==> config.mk <==
export PLATFORM = sky130hd
export DESIGN_NAME = qpa_normalise
export DESIGN_NICKNAME = d
export VERILOG_FILES = /design/src/sv/qpa_pkg.sv /design/src/sv/qpa_normalise.sv
export SDC_FILE = /design/constraint.sdc
export NUM_CORES = 1
export LEC_CHECK = 0
export BUFFER_PORTS_ARGS = -buffer_cell sky130_fd_sc_hd__buf_4
export CORE_AREA = 2 2 283 285
export DETAILED_ROUTE_END_ITERATION = 16
export DIE_AREA = 0 0 285 287
export SLEW_MARGIN = 20
export SYNTH_ARGS = -nofsm -noshare
export SYNTH_HDL_FRONTEND = slang
export SYNTH_SLANG_ARGS = --single-unit
==> constraint.sdc <==
create_clock -name clk -period 9.1 [get_ports clk]
set_input_delay 0.91 -clock clk [delete_from_list [all_inputs] [get_ports clk]]
set_output_delay 0.91 -clock clk [all_outputs]
set_load 0.02 [all_outputs]
==> src/sv/qpa_pkg.sv <==
// ============================================================================
// qpa_pkg
// Shared types, widths, the arctangent table and the CORDIC micro-rotation
// step for the pointing-angle pipeline.
// ============================================================================
package qpa_pkg;

    // Algorithm settings
    localparam int CORDIC_STEPS    = 16;
    localparam int ANGLE_FRAC_BITS = 16;

    // Field and datapath widths
    localparam int POS_W  = 32;                 // Q16.16 position
    localparam int QUAT_W = 18;                 // Q1.16 quaternion part
    localparam int NQ_W   = QUAT_W + 1;         // negated quaternion part
    localparam int VW     = POS_W + 1;          // exact difference vector
    localparam int TW     = 2 * NQ_W;           // quaternion products
    localparam int CFW    = 22;                 // rounded rotation coefficient
    localparam int PW     = CFW + VW;           // coefficient times component
    localparam int ACW    = PW + 2;             // sum of three products
    localparam int LW     = 44;                 // local vector component
    localparam int SW     = 6;                  // normalising shift amount
    localparam int CW     = 48;                 // CORDIC x and y
    localparam int AW     = 42;                 // angle accumulator, Q32 degrees
    localparam int AZ_W   = 25;
    localparam int ALT_W  = 24;
    localparam int NORM_MSB = 39;               // a nonzero largest component ends at or above 2^39

    localparam logic [63:0] DEG_PER_RAD_Q26 = 64'd3845054675;

    localparam logic signed [TW-1:0]  RND_C   = TW'(32768);
    localparam logic signed [ACW-1:0] RND_L   = ACW'(16384);
    localparam logic signed [AW-1:0]  HALF_TURN_Q32 = AW'(64'd180 << 32);
    localparam logic signed [AW-1:0]  RND_OUT = AW'(64'd1 << (31 - ANGLE_FRAC_BITS));
    localparam logic signed [AW-1:0]  AZ_LIM  = AW'(64'd180 << ANGLE_FRAC_BITS);
    localparam logic signed [AW-1:0]  ALT_LIM = AW'(64'd90 << ANGLE_FRAC_BITS);

    typedef logic signed [CW-1:0] cval_t;

    // Input word, unpacked
    typedef struct packed {
        logic signed [QUAT_W-1:0] quat_z;
        logic signed [QUAT_W-1:0] quat_y;
        logic signed [QUAT_W-1:0] quat_x;
        logic signed [QUAT_W-1:0] quat_w;
        logic signed [POS_W-1:0]  peer_pos_z;
        logic signed [POS_W-1:0]  peer_pos_y;
        logic signed [POS_W-1:0]  peer_pos_x;
        logic signed [POS_W-1:0]  own_pos_z;
        logic signed [POS_W-1:0]  own_pos_y;
        logic signed [POS_W-1:0]  own_pos_x;
    } pose_t;

    // Local-frame vector
    typedef struct packed {
        logic signed [LW-1:0] lx;
        logic signed [LW-1:0] ly;
        logic signed [LW-1:0] lz;
    } lvec_t;

    // One CORDIC lane
    typedef struct packed {
        cval_t                x;
        cval_t                y;
        logic signed [AW-1:0] a;
    } lane_t;

    // Azimuth lane plus z gain lane
    typedef struct packed {
        lane_t az;
        lane_t zg;
        logic  z_neg;
        logic  hz_zero;
        logic  deg;
    } az_item_t;

    // Elevation lane with the finished azimuth carried along
    typedef struct packed {
        lane_t                el;
        logic signed [AW-1:0] az_ang;
        logic                 hz_zero;
        logic                 deg;
    } el_item_t;

    typedef struct packed {
        logic [ALT_W-1:0] alt;
        logic [AZ_W-1:0]  az;
        logic             deg;
    } result_t;

    typedef logic [31:0][63:0] atan_table_t;

    // Restoring long division, used only while the table is built
    function automatic logic [63:0] udiv64(input logic [63:0] n, input logic [63:0] d);
        logic [63:0] q;
        logic [64:0] rem;
        q   = '0;
        rem = '0;
        for (int b = 63; b >= 0; b--) begin
            rem = {rem[63:0], n[b]};
            if (rem >= {1'b0, d}) begin
                rem  = rem - {1'b0, d};
                q[b] = 1'b1;
            end
        end
        return q;
    endfunction

    // atan(2^-i) in degrees with 32 fraction bits, from the alternating series
    function automatic atan_table_t build_atan_table();
        atan_table_t tbl;
        logic [63:0] p;
        logic [63:0] sum;
        logic [63:0] term;
        logic [63:0] k;
        logic [63:0] prod;
        tbl    = '0;
        tbl[0] = 64'd45 << 32;
        for (int i = 1; i < 32; i++) begin
            p   = 64'd1 << (62 - i);
            sum = '0;
            k   = '0;
            for (int j = 0; j < 32; j++) begin
                if (p != 64'd0) begin
                    term = udiv64(p, 64'd2 * k + 64'd1);
                    if (!k[0])
                        sum = sum + term;
                    else
                        sum = sum - term;
                    p = p >> (2 * i);
                    k = k + 64'd1;
                end
            end
            prod   = (sum >> 30) * DEG_PER_RAD_Q26;
            tbl[i] = prod >> 26;
        end
        return tbl;
    endfunction

    localparam atan_table_t ATAN_DEG_Q32 = build_atan_table();

    // One vectoring micro-rotation with floor shifts
    function automatic lane_t cordic_step(input lane_t l, input int unsigned i);
        lane_t                o;
        cval_t                xs;
        cval_t                ys;
        logic signed [AW-1:0] da;
        xs = l.x >>> i;
        ys = l.y >>> i;
        da = signed'(ATAN_DEG_Q32[i][AW-1:0]);
        if (!l.y[CW-1]) begin
            o.x = l.x + ys;
            o.y = l.y - xs;
            o.a = l.a + da;
        end
        else begin
            o.x = l.x - ys;
            o.y = l.y + xs;
            o.a = l.a - da;
        end
        return o;
    endfunction

    // Round half up to the output fraction and clamp to +-lim
    function automatic logic signed [AW-1:0] to_out(input logic signed [AW-1:0] q,
                                                    input logic signed [AW-1:0] lim);
        logic signed [AW-1:0] r;
        r = (q + RND_OUT) >>> (32 - ANGLE_FRAC_BITS);
        if (r > lim)
            r = lim;
        if (r < -lim)
            r = -lim;
        return r;
    endfunction

endpackage

==> src/sv/qpa_normalise.sv <==
// ============================================================================
// qpa_normalise
// Four-stage pipeline: largest magnitude and zero test, shift search,
// common left shift, then reflection and lane set-up for the CORDIC.
// ============================================================================
module qpa_normalise (
    input  logic                 clk,
    input  logic                 rst_n,
    input  logic                 in_valid,
    output logic                 in_ready,
    input  qpa_pkg::lvec_t       in_data,
    output logic                 out_valid,
    input  logic                 out_ready,
    output qpa_pkg::az_item_t    out_data
);

    localparam int NST = 4;

    logic [NST-1:0] vld_reg;
    logic [NST-1:0] vld_next;
    logic [NST:0]   adv;

    logic [qpa_pkg::LW-1:0] ax;
    logic [qpa_pkg::LW-1:0] ay;
    logic [qpa_pkg::LW-1:0] azm;
    logic [qpa_pkg::LW-1:0] mxy;
    logic [qpa_pkg::LW-1:0] m_next;
    logic [qpa_pkg::LW-1:0] m1_reg;
    logic                   deg_next;
    logic                   deg1_reg;
    logic                   deg2_reg;
    logic                   deg3_reg;
    qpa_pkg::lvec_t         l1_reg;
    qpa_pkg::lvec_t         l2_reg;
    qpa_pkg::lvec_t         l3_reg;
    qpa_pkg::lvec_t         ls_next;
    logic [qpa_pkg::SW-1:0] s_next;
    logic [qpa_pkg::SW-1:0] s2_reg;
    logic                   neg;
    qpa_pkg::cval_t         zc;
    qpa_pkg::az_item_t      o_next;
    qpa_pkg::az_item_t      o4_reg;

    // Advance a stage when it is empty or the one after it advances
    assign adv[NST] = out_ready;
    genvar g;
    generate
        for (g = 0; g < NST; g++) begin : g_adv
            assign adv[g] = !vld_reg[g] || adv[g+1];
        end
    endgenerate

    always_comb
    begin
        vld_next[0] = adv[0] ? in_valid : vld_reg[0];
        for (int k = 1; k < NST; k++)
            vld_next[k] = adv[k] ? vld_reg[k-1] : vld_reg[k];
    end

    always_ff @(posedge clk or negedge rst_n)
    begin
        if (!rst_n)
            vld_reg <= '0;
        else
            vld_reg <= vld_next;
    end

    // Stage 1: magnitudes, their maximum and the zero-vector flag
    always_comb
    begin
        ax  = in_data.lx[qpa_pkg::LW-1] ? qpa_pkg::LW'(-in_data.lx) : qpa_pkg::LW'(in_data.lx);
        ay  = in_data.ly[qpa_pkg::LW-1] ? qpa_pkg::LW'(-in_data.ly) : qpa_pkg::LW'(in_data.ly);
        azm = in_data.lz[qpa_pkg::LW-1] ? qpa_pkg::LW'(-in_data.lz) : qpa_pkg::LW'(in_data.lz);
        mxy = (ax > ay) ? ax : ay;
        m_next   = (azm > mxy) ? azm : mxy;
        deg_next = (in_data.lx == '0) && (in_data.ly == '0) && (in_data.lz == '0);
    end

    // Stage 2: shift that brings the top set bit up to the normalised position
    always_comb
    begin
        s_next = '0;
        for (int b = 0; b < qpa_pkg::NORM_MSB; b++)
            if (m1_reg[b])
                s_next = qpa_pkg::SW'(qpa_pkg::NORM_MSB - b);
        if (|m1_reg[qpa_pkg::LW-1:qpa_pkg::NORM_MSB])
            s_next = '0;
    end

    // Stage 3: common left shift of all three components
    always_comb
    begin
        ls_next.lx = l2_reg.lx <<< s2_reg;
        ls_next.ly = l2_reg.ly <<< s2_reg;
        ls_next.lz = l2_reg.lz <<< s2_reg;
    end

    // Stage 4: reflect negative x through the origin, set up both lanes
    always_comb
    begin
        neg = l3_reg.lx[qpa_pkg::LW-1];
        zc  = qpa_pkg::CW'(l3_reg.lz);
        o_next.az.x = neg ? -qpa_pkg::CW'(l3_reg.lx) : qpa_pkg::CW'(l3_reg.lx);
        o_next.az.y = neg ? -qpa_pkg::CW'(l3_reg.ly) : qpa_pkg::CW'(l3_reg.ly);
        if (!neg)
            o_next.az.a = '0;
        else if (!l3_reg.ly[qpa_pkg::LW-1])
            o_next.az.a = qpa_pkg::HALF_TURN_Q32;
        else
            o_next.az.a = -qpa_pkg::HALF_TURN_Q32;
        o_next.zg.x    = zc[qpa_pkg::CW-1] ? -zc : zc;
        o_next.zg.y    = '0;
        o_next.zg.a    = '0;
        o_next.z_neg   = zc[qpa_pkg::CW-1];
        o_next.hz_zero = (l3_reg.lx == '0) && (l3_reg.ly == '0);
        o_next.deg     = deg3_reg;
    end

    // Payload registers
    always_ff @(posedge clk)
    begin
        if (adv[0]) begin
            l1_reg   <= in_data;
            m1_reg   <= m_next;
            deg1_reg <= deg_next;
        end
        if (adv[1]) begin
            l2_reg   <= l1_reg;
            s2_reg   <= s_next;
            deg2_reg <= deg1_reg;
        end
        if (adv[2]) begin
            l3_reg   <= ls_next;
            deg3_reg <= deg2_reg;
        end
        if (adv[3])
            o4_reg <= o_next;
    end

    assign in_ready  = adv[0];
    assign out_valid = vld_reg[NST-1];
    assign out_data  = o4_reg;

endmodule

# Word level (Yosys, flattened, before mapping)
# Cells that the tools add are included.
totals:
  ff_bits: 642
  in_bits: 136
  out_inout_bits: 281
classes:
  add_sub_neg: 6
  n_lt_le_gt_ge: 2
  shifts: 3
  muxes: 48
  n_reduce_logical: 22
ops:
  columns: ["operator", "n"]
  rows:
  - ["$logic_not A44 Y1", 5]
  - ["$mux W44", 5]
  - ["$neg A44 Y48", 3]
  - ["$neg A44 Y44", 3]
  - ["$sshl A44 B6 Y44", 3]
  - ["$gt A44 B44 Y1", 2]
  - ["$mux W43", 2]
  - ["$mux W5", 16]
  - ["$mux W48", 1]
  - ["$mux W6", 8]
  - ["$mux W42", 1]
  - ["$reduce_or A36 Y1", 1]
  - ["$mux W4", 8]
  - ["$reduce_or A20 Y1", 1]
  - ["$mux W3", 4]
  - ["$reduce_or A12 Y1", 1]
  - ["$reduce_or A8 Y1", 1]
  - ["$reduce_or A6 Y1", 1]
  - ["$reduce_or A5 Y1", 1]
  - ["$logic_not A1 Y1", 4]
  - ["$logic_or A1 B1 Y1", 4]
  - ["$mux W2", 2]
  - ["$logic_and A1 B1 Y1", 3]
  - ["$mux W1", 1]

# Logic depth before layout (Yosys ltp)
# Gate-level depths: netlist of the first run.
depth:
  ltp_word: 39
  ltp_mapped: 28

# Worst setup path after synthesis of the first run
# OpenSTA, ideal clock, no wires.
synth_path:
  kind: "input to register"
  from: "input out_ready"
  to: "register deg1_reg, enable pin"
  setup_ns: 2.312
  t_arrival_ns: 6.152
  required_ns: 6.788
  slack_ns: 0.636
  path_stages: 2
  path_cell_list: "nor2b_1 nand4_1"
synth_between:
  elab_chain_cells: 4
synth_lines:
  columns: ["element", "line", "rtl"]
  rows:
  - ["from (decl)", "qpa_normalise.sv:13", "input logic out_ready,"]
  - ["$logic_or A1 B1 Y1 (4 in a row)", "qpa_normalise.sv:49", "assign adv[g] = !vld_reg[g] || adv[g+1];"]
  - ["net in_ready", "qpa_normalise.sv:10", "output logic in_ready,"]
  - ["to (signal assigned)", "qpa_normalise.sv:125", "deg1_reg <= deg_next;"]
  - ["to (decl)", "qpa_normalise.sv:30", "logic deg1_reg;"]
# The timed path passes the listed nets, and every way through them passes these cells.
# A chain may end at the register's enable or synchronous reset.

# Worst setup path after layout of the first run
layout_path:
  from: "input in_data[92] in the netlist's numbering"
  to: "register m1_reg[0] in the netlist's numbering, data pin"
layout_between:
  elab_chain_cells: 6
layout_lines:
  columns: ["element", "line", "rtl"]
  rows:
  - ["from (decl)", "qpa_normalise.sv:11", "input qpa_pkg::lvec_t in_data,"]
  - ["$neg A44 Y44", "qpa_normalise.sv:71", "ax = in_data.lx[qpa_pkg::LW-1] ? qpa_pkg::LW'(-in_data.lx) : qpa_pkg::LW'(in_data.lx);"]
  - ["$mux W44 (*)", "qpa_normalise.sv:71", null]
  - ["$gt A44 B44 Y1", "qpa_normalise.sv:74", "mxy = (ax > ay) ? ax : ay;"]
  - ["$mux W44 (*)", "qpa_normalise.sv:74", null]
  - ["$gt A44 B44 Y1", "qpa_normalise.sv:75", "m_next = (azm > mxy) ? azm : mxy;"]
  - ["$mux W44 (*)", "qpa_normalise.sv:75", null]
  - ["net m_next (one bit)", "qpa_normalise.sv:27", "logic [qpa_pkg::LW-1:0] m_next;"]
  - ["to (signal assigned)", "qpa_normalise.sv:124", "m1_reg <= m_next;"]
  - ["to (decl)", "qpa_normalise.sv:28", "logic [qpa_pkg::LW-1:0] m1_reg;"]
# Mark *: on every way through the listed nets, which the timed path passes. The rest lies on a longest branch.

==> flow_metrics.env, run 1 <==
export IMPL_drcViolationCount=0
export IMPL_drtAntennaViolNets=0
export IMPL_syn_to_final_growth_pct=14.2
export IMPL_hold_path_class="input pin to asynchronous set/reset pin"
export IMPL_finalHoldViolations=0
export IMPL_fin_tns_setup_ns=0
export IMPL_avgSynthCellArea_sq_um=11.5
export IMPL_wl_met1_mm=42.7
export IMPL_synth_distinct_cells=66
export IMPL_p_switching_mw=3.91
export IMPL_seq_power_share_pct=40.4
export IMPL_drtPass1Iterations=5
export IMPL_port_buffers=292
export IMPL_coreArea_sq_um=78600
export IMPL_cts_tree="built"
export IMPL_worst_r2r_cell_count=8
export IMPL_drive_above_1_share_pct=18.2
export IMPL_period_share_pct=87.4
export IMPL_fmax_ghz=0.126
export IMPL_crit_path_start_kind="input pin"
export IMPL_grtUsageTotal_pct=24.1
export IMPL_drv_slew=0
export IMPL_cts_resized=0
export IMPL_yosysSeqAreaShare_pct=51.4
export IMPL_yosys_top_cells_count="edfxtp_1, nand2_1, nor2_1"
export IMPL_syn_area_sq_um=35200
export IMPL_cp_end_kind="flop"
export IMPL_grt_pass1_wl_mm=150
export IMPL_largest_reg_flops=150
export IMPL_start_util_pct=44.7
export IMPL_finClkSkew_ns=0.0286
export IMPL_synth_most_common_cell="edfxtp_1"
export IMPL_async_flop_share_pct=0.663
export IMPL_internal_power_mw=7.22
export IMPL_yosysWarnings=0
export IMPL_required_ns=9.46
export IMPL_crit_arrival_ns=8.31
export IMPL_synth_area_top_cells="edfxtp_1, mux2i_1, mux4_2"
export IMPL_utilization_pct=51.1
export IMPL_rsz0062_at_grt="no"
export IMPL_syn_inst=3069
export IMPL_clockBufferDepth=3
export IMPL_timing_hold_ws_ns=0.0829
export IMPL_clock_sinks=603
export IMPL_fp_dieH_microns=287
export IMPL_h_tree_depth=3
export IMPL_postCtsSetupBuffers=0
export IMPL_avgViaCountPerCell=5.63
export IMPL_dr_max_layer_used="met5"
export IMPL_place_hpwl_mm=78.9
export IMPL_powerDensity_nw_per_um2=277
export IMPL_yosysTopAreaCellShare_pct=51.2
export IMPL_swShare_pct=35.1
export IMPL_clk_latency_ns=0.61
export IMPL_synth_flop_cell="edfxtp_1"
export IMPL_final_nets=3540
export IMPL_cts_clk_slew_worst_paths_ns=0.06
export IMPL_post_drt_wl_per_cell_microns=22.8
export IMPL_cts_root_buf="clkbuf_16"
export IMPL_grt_pass1_vias=24200
export IMPL_antenna_found_initial=7
export IMPL_synth_edf_count=599
export IMPL_via_count=24800
export IMPL_wl_met2_mm=48.6
export IMPL_wl_mm=101
export IMPL_grt_max_degree=96
export IMPL_grt_overflow=0
export IMPL_num_io_pins=417
export IMPL_die_area_sq_um=81800
export IMPL_post_route_min_period_ns=7.95
export IMPL_worst_setup_path_type="input pin to flop"
export IMPL_combinationalPowerShare_pct=35.2
export IMPL_slew_headroom_pct=30.4
export IMPL_setup_viol=0
export IMPL_maxCapViolations=0
export IMPL_synth_seq_cells=603
export IMPL_cts_made_buffers=67
export IMPL_die_width_microns=285
export IMPL_tightest_slew_ns=1.04
export IMPL_drtIter0Drc=1922
export IMPL_synth_top_cell_by_area="edfxtp_1"
export IMPL_clock_power_share_pct=24.4
export IMPL_cts_hold_buf=0
export IMPL_leakage_nw=15.4
export IMPL_status="finished clean"
export IMPL_peakVddDrop_mv=0.142
export IMPL_cp_max_fo=44
export IMPL_row_count=103
export IMPL_gp_congestion=0.991
export IMPL_wl_met3_mm=6.44
metal layers:
| layer | vias up | global-route usage [%] |
|---|---|---|
| li1 | 11600 | - |
| met1 | 12200 | 32.5 |
| met2 | 876 | 39.6 |
| met3 | 158 | 3.64 |
| met4 | 2 | 8.56 |
| met5 | - | 0 |
area by class of cell:
type | instances | area, sq um
diodes | 1 | 2.50
clock buffers | 79 | 1790
clock inverters | 41 | 429
fillers | 7018 | 38500
inverters | 117 | 445
multi-input cells | 2196 | 15600
flip-flops and latches | 603 | 18100
well taps | 1050 | 1310
repair buffers | 325 | 2470
cells by family after synthesis:
kind of cell | count (synthesis) | synth area share [%]
buffers and inverters | 401 | 5.67
multiplexers | 329 | 12.3
AND/OR/NAND/NOR | 856 | 11.3
AO/OA/AOI/OAI | 538 | 9.78
XOR/XNOR | 247 | 6.15
adder cells (fa/ha/maj) | 94 | 3.34
flip-flops | 603 | 51.4
other | 1 | 0.0107
path summary, 6_finish.rpt:
path	to	slack (ns)	from
max	m1_reg[0]	1.15	in_data[92]
min	vld_reg[1]	0.08	rst_n
max reg2reg	l3_reg[86]	5.19	s2_reg[0]
min reg2reg	l2_reg[69]	0.41	l1_reg[69]
max in group asynchronous	vld_reg[2]	8.92	rst_n
min in group clk	l2_reg[69]	0.41	l1_reg[69]
worst max-delay path, cell delays in order:
cell and delay, ns:
buf_4 0.13, nor4_1 0.58, nand4_1 0.43, or4_1 0.64, o41ai_1 0.34, xor2_1 0.21
inv_1 0.06, ha_1 0.27, nand2_1 0.13, nor3_1 0.38, buf_4 0.23, o211ai_1 0.22
a31oi_1 0.30, nor3_1 0.11, nor3_2 0.24, buf_12 0.32, mux2i_1 0.32, ha_1 0.29
a21o_1 0.18, a21o_1 0.17, a21oi_1 0.14, o21ai_0 0.26, o211ai_1 0.26, a41oi_1 0.19
o31ai_4 0.27, buf_12 0.26, mux2_2 0.35
power groups by stage:
stage	registers [mW]	logic (mW)	clock network, mW
3_3_place_gp	4.53	3.87	0
2_1_floorplan	4.79	2.30	0
4_1_cts	4.50	3.92	2.78
6_report	4.49	3.92	2.72
5_1_grt	4.58	4.23	2.88
3_5_place_dp	4.56	3.91	0
through the flow:
step	total power [mW]	setup slack, ns	area [sq um]	cells
after CTS	11.2	1.01	40100	4411
after detailed placement	8.46	0.394	37900	4291
after floorplan	7.10	0.636	35700	3200
final	11.1	1.15	40100	4412
after global placement	8.41	0.459	37900	4291
after global routing	11.7	0.578	40100	4411
placed cells by master, fill, tap and decap left out, drive strengths merged, types with 5 or more instances in the layout:
cell type,synthesis,final
bufinv,0,6
clkbuf,119,79
a21o,9,9
ha,94,94
nand2,354,354
o31a,5,5
clkinvlp,0,6
mux2,62,62
o41ai,37,37
mux2i,190,190
or2,23,23
mux4,77,77
edfxtp,599,599
xor2,58,58
a311oi,6,6
xnor2,189,189
o21a,6,6
a21oi,80,80
o22ai,33,33
nor2b,35,35
a31oi,37,37
a211oi,32,32
buf,165,325
or3,33,33
nor2,212,212
or4,46,46
o21ai,185,185
o31ai,71,71
and2,9,9
nand4,23,23
conb,1,132
nand3b,5,5
nor4,23,23
nand3,28,28
nand2b,16,16
clkinv,0,24
inv,117,122
and3,7,7
nor3,34,34
Note: power is estimated with default switching activity, not from simulation.
==> run 2: changes to the inputs <==
- BUFFER_PORTS_ARGS: -buffer_cell sky130_fd_sc_hd__buf_4 -> -buffer_cell sky130_fd_sc_hd__buf_2
- clock period: 9.1 -> 9.9 ns (I/O delays scaled with it)
==> run 2 against run 1 <==
  * Clock power is 8.1% lower
  * Sequential power fell by 8.0%
  * Global-route usage rose by 0.30 points
  * Design area fell by 1.8%
  * Wire length is 0.50% higher
  * Via count increased by 0.41%
  * First-iteration DRC count is 6.9% higher
  * Die area unchanged
  * Clock skew rose by 0.0012 ns
  * Critical path type unchanged
  * Largest power group unchanged
==> flow_metrics.env, run 2 (synthesis gave the netlist of run 1 again) <==
export IMPL_status="finished clean"
export IMPL_place_hpwl_mm=79.9
export IMPL_die_width_microns=285
export IMPL_ff_latch_area_sq_um=18100
export IMPL_avgViaCountPerCell=5.65
export IMPL_drv_slew=0
export IMPL_post_drt_wl_per_cell_microns=23.0
export IMPL_rsz0062_at_grt="no"
export IMPL_row_count=103
export IMPL_final_nets=3539
export IMPL_num_io_pins=417
export IMPL_port_buffers=292
export IMPL_finalHoldViolations=0
export IMPL_peakVddDrop_mv=0.133
export IMPL_instances_no_fill=4411
export IMPL_gp_congestion=0.943
export IMPL_start_util_pct=44.7
export IMPL_post_route_min_period_ns=8.36
export IMPL_grtUsageTotal_pct=24.4
export IMPL_via_count=24900
export IMPL_period_share_pct=84.5
export IMPL_final_cell_area_sq_um=39400
export IMPL_postCtsSetupBuffers=0
export IMPL_final_common_cell="edfxtp_1"
export IMPL_fp_dieH_microns=287
export IMPL_crit_path_start_kind="input pin"
export IMPL_clk_latency_ns=0.62
export IMPL_cts_hold_buf=0
export IMPL_setup_viol=0
export IMPL_dpl_cell_area_sq_um=37200
export IMPL_slew_headroom_pct=23.0
export IMPL_die_area_sq_um=81800
export IMPL_coreArea_sq_um=78600
export IMPL_fill_cells=7020
export IMPL_clockBufferDepth=3
export IMPL_hold_path_class="input pin to asynchronous set/reset pin"
export IMPL_drtIter0Drc=2054
export IMPL_wl_mm=101
export IMPL_tightest_slew_ns=1.15
export IMPL_utilization_pct=50.1
export IMPL_cts_made_buffers=66
export IMPL_crit_family="simple AND/OR/NAND/NOR gates"
export IMPL_worst_setup_path_type="input pin to flop"
export IMPL_h_tree_depth=3
export IMPL_cp_slowest_stage_delay_ns=0.72
export IMPL_fin_tns_setup_ns=0
export IMPL_grt_overflow=0
export IMPL_grt_pass1_wl_mm=151
export IMPL_required_ns=10.33
export IMPL_dp_cells=4291
export IMPL_cts_tree="built"
export IMPL_crit_arrival_ns=8.80
export IMPL_cts_resized=0
export IMPL_syn_to_final_growth_pct=12.1
export IMPL_cp_max_fo=44
export IMPL_maxCapViolations=0
export IMPL_grt_pass1_vias=24300
export IMPL_fmax_ghz=0.120
export IMPL_grt_max_degree=138
export IMPL_cp_end_kind="flop"
export IMPL_timing_hold_ws_ns=0.190
export IMPL_drive_above_1_share_pct=18.0
export IMPL_finClkSkew_ns=0.0298
export IMPL_cts_root_buf="clkbuf_16"
export IMPL_leakage_nw=15.2
export IMPL_powerDensity_nw_per_um2=256
export IMPL_drtPass1Iterations=7
export IMPL_cts_clk_slew_worst_paths_ns=0.05
export IMPL_drcViolationCount=0
export IMPL_multiInputGateArea_sq_um=15600
export IMPL_largest_reg_flops=150
export IMPL_mostFrequentLayoutCells="edfxtp_1, nand2_1, buf_2"
export IMPL_critPathBufInv=3
export IMPL_clock_sinks=603
export IMPL_drtAntennaViolNets=0
export IMPL_crit_slowest_cell="or4_1"
export IMPL_antenna_found_initial=9
-- run 2: changes by cell type in the layout (fill, tap and decap cells not counted), moves of 3 or more --
cell        before  now
buf_4          322   28
clkbuf_16       70   67
buf_2            0  292
clkinv_8         3    0
clkinvlp_4       6    1
bufinv_16        6    9
clkinv_1         6   10
-- run 2: report_power, final --
| part | leakage [nW] | switching (mW) | total (mW) | internal (mW) |
|---|---|---|---|---|
| logic | 7.91 | 2.13 | 3.44 | 1.31 |
| registers | 6.20 | 0.417 | 4.13 | 3.71 |
| clock network | 1.07 | 1.02 | 2.50 | 1.49 |
| total | 15.2 | 3.57 | 10.1 | 6.51 |
-- run 2: worst paths after layout --
path | cells after the start | to | slack [ns] | start
max in group asynchronous | 1 | vld_reg[3] | 9.59 | rst_n
min in group clk | 0 | l2_reg[103] | 0.41 | l1_reg[103]
worst max-delay path | 26 | m1_reg[1] | 1.54 | in_data[92]
worst min-delay path | 1 | vld_reg[2] | 0.19 | rst_n
worst min register to register | 0 | l2_reg[103] | 0.41 | l1_reg[103]
worst max register to register | 9 | l3_reg[79] | 5.52 | s2_reg[1]
-- run 2: per-stage QoR --
stage	setup WS, ns	power, mW
3_3_place_gp	1.11	7.57
2_1_floorplan	1.36	6.53
5_1_grt	1.02	10.6
6_report	1.54	10.1
4_1_cts	1.53	10.1
3_5_place_dp	0.881	7.62
-- run 2: cell type report --
cell class                 count  share of cell area (%)
inverter                     117                    1.13
tap                         1050                    3.33
clock buffer                  77                    4.35
multi-input combinational   2196                    39.6
antenna                        2                  0.0127
timing repair buffer         325                    4.47
clock inverter                41                    1.19
sequential                   603                    45.9
-- run 2: layer usage --
layer / global-route usage [%] / vias up / part of all wire, %
met4: 7.92 / 4 / 3.0
li1: - / 11600 / -
met1: 33.0 / 12200 / 43
met5: 0 / - / 0.027
met3: 3.24 / 177 / 5.6
met2: 40.7 / 927 / 48
-- run 2: worst reg2reg max path, stage by stage, from the launching register on --
cell and delay [ns]:
edfxtp_1 0.68, buf_4 0.76, buf_4 0.85, mux2_2 0.43, o21ai_0 0.46, mux2i_1 0.20, nor2_1 0.15, a31oi_1 0.07
o21ai_0 0.37, o22ai_1 0.14
